--- config.mk ---
export PLATFORM = sky130hd
export DESIGN_NAME = ipp_sqrt_cell
export DESIGN_NICKNAME = d
export VERILOG_FILES = /design/src/rtl/ipp_pkg.sv /design/src/rtl/ipp_sqrt_cell.sv
export SDC_FILE = /design/constraint.sdc
export NUM_CORES = 1
export LEC_CHECK = 0
export ABC_AREA = 1
export BUFFER_PORTS_ARGS = -buffer_cell sky130_fd_sc_hd__buf_4
export CAP_MARGIN = 10
export CORE_AREA = 10 10 208 210
export CTS_CLUSTER_DIAMETER = 200
export DETAILED_ROUTE_END_ITERATION = 7
export DIE_AREA = 0 0 218 220
export PLACE_DENSITY = 0.67
export SLEW_MARGIN = 30
export SYNTH_ARGS = -nofsm -noshare
export SYNTH_HDL_FRONTEND = slang
export SYNTH_SLANG_ARGS = --single-unit
--- constraint.sdc ---
create_clock -name clock -period 4.01 [get_ports clock]
set_input_delay 0.6015 -clock clock [delete_from_list [all_inputs] [get_ports clock]]
set_output_delay 0.6015 -clock clock [all_outputs]
set_load 0.02 [all_outputs]
--- src/rtl/ipp_pkg.sv ---
// ----------------------------------------------------------------------------
// Intercept point predictor package
// Widths, pipeline depths and shared types of the intercept point predictor.
// ----------------------------------------------------------------------------
`default_nettype none

package ipp_pkg;

   localparam int AXES    = 3;
   localparam int POS_W   = 32;
   localparam int VEL_W   = POS_W + 1;
   localparam int SPD_W   = 31;
   localparam int MUL_W   = 2 * VEL_W;
   localparam int SS_W    = 2 * SPD_W;
   localparam int COEF_W  = 68;
   localparam int HALF_W  = COEF_W / 2;
   localparam int PP_W    = 2 * HALF_W;
   localparam int D_W     = 2 * COEF_W;
   localparam int E_W     = D_W / 2;
   localparam int REM_W   = E_W + 4;
   localparam int NUM_W   = 70;
   localparam int NHALF_W = NUM_W / 2;
   localparam int AVEL_W  = VEL_W;
   localparam int NPP_W   = AVEL_W + NHALF_W;
   localparam int PROD_W  = NPP_W + NHALF_W;
   localparam int Q_W     = 34;
   localparam int DREM_W  = COEF_W;
   localparam int AIM_W   = Q_W + 2;
   localparam int SQRT_N  = E_W;
   localparam int DIV_N   = Q_W;
   localparam int FRONT_N = 6;
   localparam int AXIS_N  = 4 + DIV_N;
   localparam int PIPE_N  = FRONT_N + SQRT_N + 1 + AXIS_N;

   typedef logic signed [POS_W-1:0]  pos_type;
   typedef logic signed [VEL_W-1:0]  vel_type;
   typedef logic signed [MUL_W-1:0]  mul_type;
   typedef logic signed [COEF_W-1:0] coef_type;
   typedef logic signed [NUM_W-1:0]  num_type;

   typedef enum logic [1:0] {
      CASE_DEGEN  = 2'd0,
      CASE_LINEAR = 2'd1,
      CASE_QUAD   = 2'd2,
      CASE_NOROOT = 2'd3
   } case_type;

   typedef struct packed {
      pos_type [AXES-1:0] cur;
      vel_type [AXES-1:0] vel;
      num_type            num_pre;
      coef_type           den;
      logic               a_neg;
      case_type           kase;
   } side_type;

endpackage

`default_nettype wire

--- src/rtl/ipp_sqrt_cell.sv ---
// ----------------------------------------------------------------------------
// Square root cell
// One restoring step of the integer square root: takes two radicand bits,
// produces one root bit and passes the partial result to the next cell.
// ----------------------------------------------------------------------------
`default_nettype none

module ipp_sqrt_cell (
   input  logic                      clock,
   input  logic                      en,
   input  logic [ipp_pkg::D_W-1:0]   prev_rad,
   input  logic [ipp_pkg::REM_W-1:0] prev_rem,
   input  logic [ipp_pkg::E_W-1:0]   prev_root,
   output logic [ipp_pkg::D_W-1:0]   rad,
   output logic [ipp_pkg::REM_W-1:0] rem,
   output logic [ipp_pkg::E_W-1:0]   root
);

   logic [ipp_pkg::D_W-1:0]   rad_ff, rad_in;
   logic [ipp_pkg::REM_W-1:0] rem_ff, rem_in, rem_sh, trial;
   logic [ipp_pkg::E_W-1:0]   root_ff, root_in;
   logic                      ge;

   always_comb begin
      rem_sh  = {prev_rem[ipp_pkg::REM_W-3:0], prev_rad[ipp_pkg::D_W-1 -: 2]};
      trial   = {{(ipp_pkg::REM_W-ipp_pkg::E_W-2){1'b0}}, prev_root, 2'b01};
      ge      = (rem_sh >= trial);
      rem_in  = ge ? (rem_sh - trial) : rem_sh;
      root_in = {prev_root[ipp_pkg::E_W-2:0], ge};
      rad_in  = {prev_rad[ipp_pkg::D_W-3:0], 2'b00};
   end

   always_ff @(posedge clock) begin
      if (en) begin
         rad_ff  <= rad_in;
         rem_ff  <= rem_in;
         root_ff <= root_in;
      end
   end

   assign rad  = rad_ff;
   assign rem  = rem_ff;
   assign root = root_ff;

endmodule

`default_nettype wire

==> results.toml, run 1 <==
[run_status]
outcome = "finished clean"

[sta]
tns_ps = 0
finalCritPeriodShare_pct = 67.9
final-hold-violation-count = 0
fin_ws_ps = 1290
rsz0062_at_grt = "false"
max-slew-margin-rel_pct = 47.6
drv_slew = 0
finalSetupViolCount = 0
worstMarginPinSlew_ps = 786
period_needed_ps = 2720
whs_ps = 207
clock.fmax_ghz = 0.367

[worst_setup_path]
startpoint_type = "input pin"
worst-setup-path-type = "in2reg"
arrival_ps = 3150
crit_slowest_cell = "ha_1"
worstPathCellList = "buf_4 > inv_1 > ha_1 > nand2_1 > nor2_1 > nand2_1 > nor2_1 > nand2_1 > inv_2 > nand3_1 > nor3_2 > nor2_1 > nand2_4 > buf_4 > nand3_1 > nand2_1"
crit_fanout = 25
worstSetupEndpointType = "register"
crit_required_ps = 4430
slowest_delay_ps = 440
crit_path_frequent_cell = "nand2_1"

[synth]
syn_area_per_cell_um2 = 8.22
synth_ff_type = "edfxtp_1"
async_flop_share_pct = 0
syn_inst = 1915
synth_cell_types = 32
ys_seq_elements = 274
seq_area_frac_synth_pct = 52.3
syn_area_mm2 = 0.0157
yosysWarnings = 0
synth-edff-count = 274

[floorplan]
coreArea_mm2 = 0.0393
ios = 554
fp.dieH_um = 220
num_rows = 73
initial_utilization_pct = 40.1
die_area_mm2 = 0.0480
die_w_um = 218

[route]
drtIter0Drc = 953
postRouteAntennaNets = 0
drt-total-wl_um = 66600
firstDrtPassIters = 6
wire_per_inst_um = 21.9
vias_per_cell = 4.83
num_vias = 14700
post-route-drc-count = 0

[global_route]
antenna_found_initial = 2
overflow = 0
grt_pass1_wl_um = 95500
grt_pass1_vias = 14500
grt_use_total_pct = 26.5
grt_max_degree = 86

[clock_network]
cts_hold_buf = 0
cts_tree = "done"
path_clk_slew_ps = 60
cts.sinks = 274
cts_buffers = 29
cts-resized-gates = 0
root_buffer = "clkbuf_16"
cts_max_level = 1
clock_path_buffers = 3
cts_setup_buffers = 0

[cells_and_area]
nets = 2840
n_antenna_cell = 0
fillers = 3744
drive_gt1_share_pct = 24.6
design_area_mm2 = 0.0215
area_growth_syn_to_layout_pct = 36.7

[place]
dp_slack_ps = 703
gp_congestion = 0.952
dp_hpwl_um = 56400
io_buffers = 549
dpl-instance-area_mm2 = 0.0205

[power_and_ir_drop]
p_leak_nw = 10.9
finalPower_mw = 8.80
p_per_area_mw_per_mm2 = 409
max-vdd-ir-drop_uv = 363

[hold_path]
min_path_type = "in2reg"

[run]
cap_violations = 0
## area by class of cell
class	instances	area [um^2]	area share, %
inverter	367	1380	6.42
timing repair buffer	561	4260	19.8
clock inverter	22	270	1.26
tap	525	657	3.05
multi-input combinational	1259	5990	27.8
sequential	274	8230	38.3
clock buffer	31	733	3.41
## path summary, 6_finish.rpt
kind	from	endpoint	slack (ps)	cells past startpoint
setup / recovery	prev_root[41]	rem[44]	1290	16
hold / removal	prev_rad[50]	rad[52]	210	1
## logic make-up (layout without fill, tap and decap cells)
family | count (synthesis) | after routing | share of synthesized area [%]
AO/OA/AOI/OAI | 115 | 115 | 3.96
XOR/XNOR | 38 | 38 | 2.11
adder cells (fa/ha/maj) | 70 | 70 | 5.57
buffers and inverters | 383 | 981 | 9.70
flip-flops | 274 | 274 | 52.3
other | 1 | 2 | 0.0238
AND/OR/NAND/NOR | 1034 | 1034 | 26.3
## synth_stat cells, types with 4 or more instances
library cell / instances / area [um^2]
nand2_1: 742 / 2790
nand4_1: 13 / 81.3
buf_4: 9 / 67.6
nand3_1: 90 / 450
nor2_1: 146 / 548
ha_1: 70 / 876
inv_1: 365 / 1370
a21oi_1: 71 / 355
o21bai_1: 13 / 97.6
edfxtp_1: 274 / 8230
o21ai_0: 24 / 120
nand3b_1: 13 / 97.6
xor2_1: 38 / 333
buf_6: 7 / 78.8
nor4_1: 4 / 25.0
nor3_1: 16 / 80.1
## cells in the final DEF (no fill, tap or decap), drive strengths merged
master and count:
a21boi 1, a21o 1, a21oi 73, and2 1, and3 1, buf 561, bufinv 6, clkbuf 31
clkinv 13, clkinvlp 2, conb 2, edfxtp 274, ha 70, inv 368, nand2 744, nand3 92
nand3b 13, nand4 13, nor2 147, nor3 17, nor4 4, o21a 1, o21ai 26, o21bai 13
or2 2, xor2 38
## power breakdown
part,switching (mW),total (mW),internal (mW)
clock,1.14,2.84,1.71
combinational,1.49,2.38,0.881
sequential,0.0822,3.58,3.50
total,2.71,8.80,6.09
## critical path, delay by kind of cell
| family | cells | cell delay [ps] |
|---|---|---|
| buf+inv | 4 | 500 |
| simple gates | 11 | 1590 |
| fa+ha+maj | 1 | 440 |
## metrics by stage
step | instances | utilization, %
2_1_floorplan | 1916 | -
3_3_place_gp | 2986 | 52.2
3_5_place_dp | 2986 | 52.2
4_1_cts | 3039 | 54.8
5_1_grt | 3039 | 54.8
6_report | 3039 | 54.8
## routing by layer
| metal | vias to the layer above | global-route usage, % | wire, um |
|---|---|---|---|
| li1 | 7186 | - | - |
| met1 | 6950 | 31.0 | 26500 |
| met2 | 478 | 48.4 | 33900 |
| met3 | 65 | 5.88 | 4710 |
| met4 | 2 | 6.32 | 1460 |
| met5 | - | 0 | 7 |
## sequential cells by signal (all words and copies together) (netlist names)
| name | cells |
|---|---|
| rem | 72 |
| rad | 134 |
| root | 68 |
(Power assumes the default switching activity.)
==> run 2, diff against run 1 <==
--- a/config.mk
+++ b/config.mk
@@ -5,14 +5,14 @@
 export SDC_FILE = /design/constraint.sdc
 export NUM_CORES = 1
 export LEC_CHECK = 0
-export ABC_AREA = 1
+export ABC_AREA = 0
 export BUFFER_PORTS_ARGS = -buffer_cell sky130_fd_sc_hd__buf_4
 export CAP_MARGIN = 10
-export CORE_AREA = 10 10 208 210
+export CORE_AREA = 10 10 210 212
 export CTS_CLUSTER_DIAMETER = 200
 export DETAILED_ROUTE_END_ITERATION = 7
-export DIE_AREA = 0 0 218 220
-export PLACE_DENSITY = 0.67
+export DIE_AREA = 0 0 220 222
+export PLACE_DENSITY = 0.62
 export SLEW_MARGIN = 30
 export SYNTH_ARGS = -nofsm -noshare
 export SYNTH_HDL_FRONTEND = slang
==> constraint.sdc (replaced) <==
create_clock -name clock -period 2.4 [get_ports clock]
set_input_delay 0.36 -clock clock [delete_from_list [all_inputs] [get_ports clock]]
set_output_delay 0.36 -clock clock [all_outputs]
set_load 0.02 [all_outputs]
==> run 2 against run 1 <==
Effect of this change:
- hold slack got worse by 150 ps
- critical path type unchanged
- first-iteration DRC count fell by 11%
- critical endpoint is now rem[32]
- die area up 1.8%
- routed wire length is 2.9% lower
- critical path depth fell by 3
- the run now ends with negative setup slack left
- utilization increased by 10 points
- worst setup slack lost 1600 ps
- cell count decreased by 6.1%
- sequential share of layout area decreased by 6.4 points
==> results.toml, run 2 <==
[run_status]
outcome = "finished, violations left"
violations = "negative setup slack"

[power_and_ir_drop]
finalPower_mw = 15.9
p_leak_nw = 11.2
max-vdd-ir-drop_uv = 605
p_per_area_mw_per_mm2 = 618

[route]
drt-total-wl_um = 64700
postRouteAntennaNets = 0
num_vias = 14200
wire_per_inst_um = 22.7
post-route-drc-count = 0
firstDrtPassIters = 5
drtIter0Drc = 848
vias_per_cell = 4.96

[cells_and_area]
nets = 2648
design_area_mm2 = 0.0258
final_common_cell = "buf_4"
fin_util_pct = 65.1
fillers = 3001
area_growth_syn_to_layout_pct = 89.1
drive_gt1_share_pct = 52.0
layout_common_cells = "buf_4 (877), edfxtp_1 (274), dlygate4sd3_1 (197)"
largest_register_ffs = 134

[sta]
rsz0062_at_grt = "true"
period_needed_ps = 2670
fin_ws_ps = -272
finalSetupViolCount = 73
final-hold-violation-count = 0
drv_slew = 0
tns_ps = -12440
clock.fmax_ghz = 0.374
finalCritPeriodShare_pct = 111

[floorplan]
die_area_mm2 = 0.0488
coreArea_mm2 = 0.0396
fp.dieH_um = 222
num_rows = 73
initial_utilization_pct = 34.5
ios = 554
die_w_um = 220

[clock_network]
root_buffer = "clkbuf_16"
clock_path_buffers = 3
cts_tree = "done"
cts.sinks = 274
cts_buffers = 30
cts_max_level = 1
path_clk_slew_ps = 70

[place]
gp_congestion = 0.917
dp_hpwl_um = 46800
io_buffers = 549
dp_slack_ps = -1020
dpl-instance-area_mm2 = 0.0211

[synth]
synth_top_area_cell = "edfxtp_1"
synth_cell_types = 64
synth_top_area_share_pct = 60.2
synth_top_family_by_area = "compound AO/OA/AOI/OAI gates"
yosys.area_share.adder_pct = 6.41
synthSimpleGateAreaFrac_pct = 10.1
synth_ff_type = "edfxtp_1"
muxShareOfSynthArea_pct = 0.229
syn_inst = 1190
syn_area_per_cell_um2 = 11.5
ys_seq_elements = 274
synth_area_leaders = "edfxtp_1 (60%), ha_1 (6.4%), a21oi_1 (5.7%)"
yosysWarnings = 0
synthXorXnorAreaFrac_pct = 4.30
async_flop_share_pct = 0
yosysMostFrequentCell = "edfxtp_1"
syn_area_mm2 = 0.0137
synth_commonest_cells = "edfxtp_1 (274), a21oi_1 (156), nor2_1 (111)"
synth-edff-count = 274
synth_compound_area_share_pct = 14.5
seq_area_frac_synth_pct = 60.2

[run]
cap_violations = 0

[global_route]
grt_pass1_wl_um = 93200
grt_max_degree = 70
grt_use_total_pct = 25.0
antenna_found_initial = 6
grt_pass1_vias = 14800
overflow = 0

[worst_setup_path]
crit_required_ps = 2730
arrival_ps = 3000
worstSetupEndpointType = "register"
crit_fanout = 8
startpoint_type = "input pin"
worst-setup-path-type = "in2reg"

[hold_path]
min_path_type = "in2reg"
-- run 2: layer usage --
metal	vias to the layer above	track usage [%]	part of all wire (%)
met3	142	5.76	7.0
met1	6860	27.8	37
met2	538	43.7	51
li1	6612	-	-
met5	-	0	0.020
met4	2	12.2	5.2
-- run 2: final timing paths --
check	start	endpoint	slack (ps)	cells after the start
setup / recovery	prev_rem[15]	rem[32]	-270	13
hold / removal	prev_root[41]	root[42]	60	1
-- run 2: logic make-up after synthesis --
family,Yosys count
xor gates and xnor gates,67
DFF,274
AOI/OAI and AO/OA,335
and+or+nand+nor,306
adders and majority gates,70
buffers and inverters,134
muxes,3
other,1
-- run 2: metrics by stage --
step,cells,hold slack (ps)
global placement,2554,538
finish,2853,55.5
global route,2852,39.3
floorplan,1191,459
detailed placement,2554,540
CTS,2829,33.2
-- run 2: critical path, cell delays in order --
cell and delay, ps:
buf_6 100, ha_4 290, nand4_1 170, or3_4 460, nor3_4 200, buf_6 130, nand4_1 170, o31ai_2 270
a21oi_1 120, o21a_4 160, clkinv_4 80, buf_12 160, mux2_4 310
-- run 2: report_power, final --
group | switching [mW] | leakage (nW) | internal (mW)
Clock | 2.06 | 0.474 | 2.59
Sequential | 0.164 | 2.68 | 5.87
Combinational | 2.69 | 8.08 | 2.58
-- run 2: area by class of cell --
| class | instances | area (um^2) | area share (%) |
|---|---|---|---|
| Multi-Input combinational cell | 783 | 6200 | 24.0 |
| Tap cell | 525 | 657 | 2.54 |
| Timing Repair Buffer | 1120 | 9360 | 36.3 |
| Antenna cell | 5 | 12.5 | 0.0485 |
| Clock inverter | 23 | 200 | 0.775 |
| Inverter | 91 | 379 | 1.47 |
| Clock buffer | 32 | 779 | 3.02 |
| Sequential cell | 274 | 8230 | 31.9 |
-- run 2: timing repair --
action | in CTS | in global routing
hold buffers | 197 | 0
resized for setup | 177 | 131
cloned | 8 | 1
hold endpoints to repair | 197 | 0
endpoints found under the setup margin | 73 | 73
setup buffers | 16 | 22
pin swaps | 37 | 56
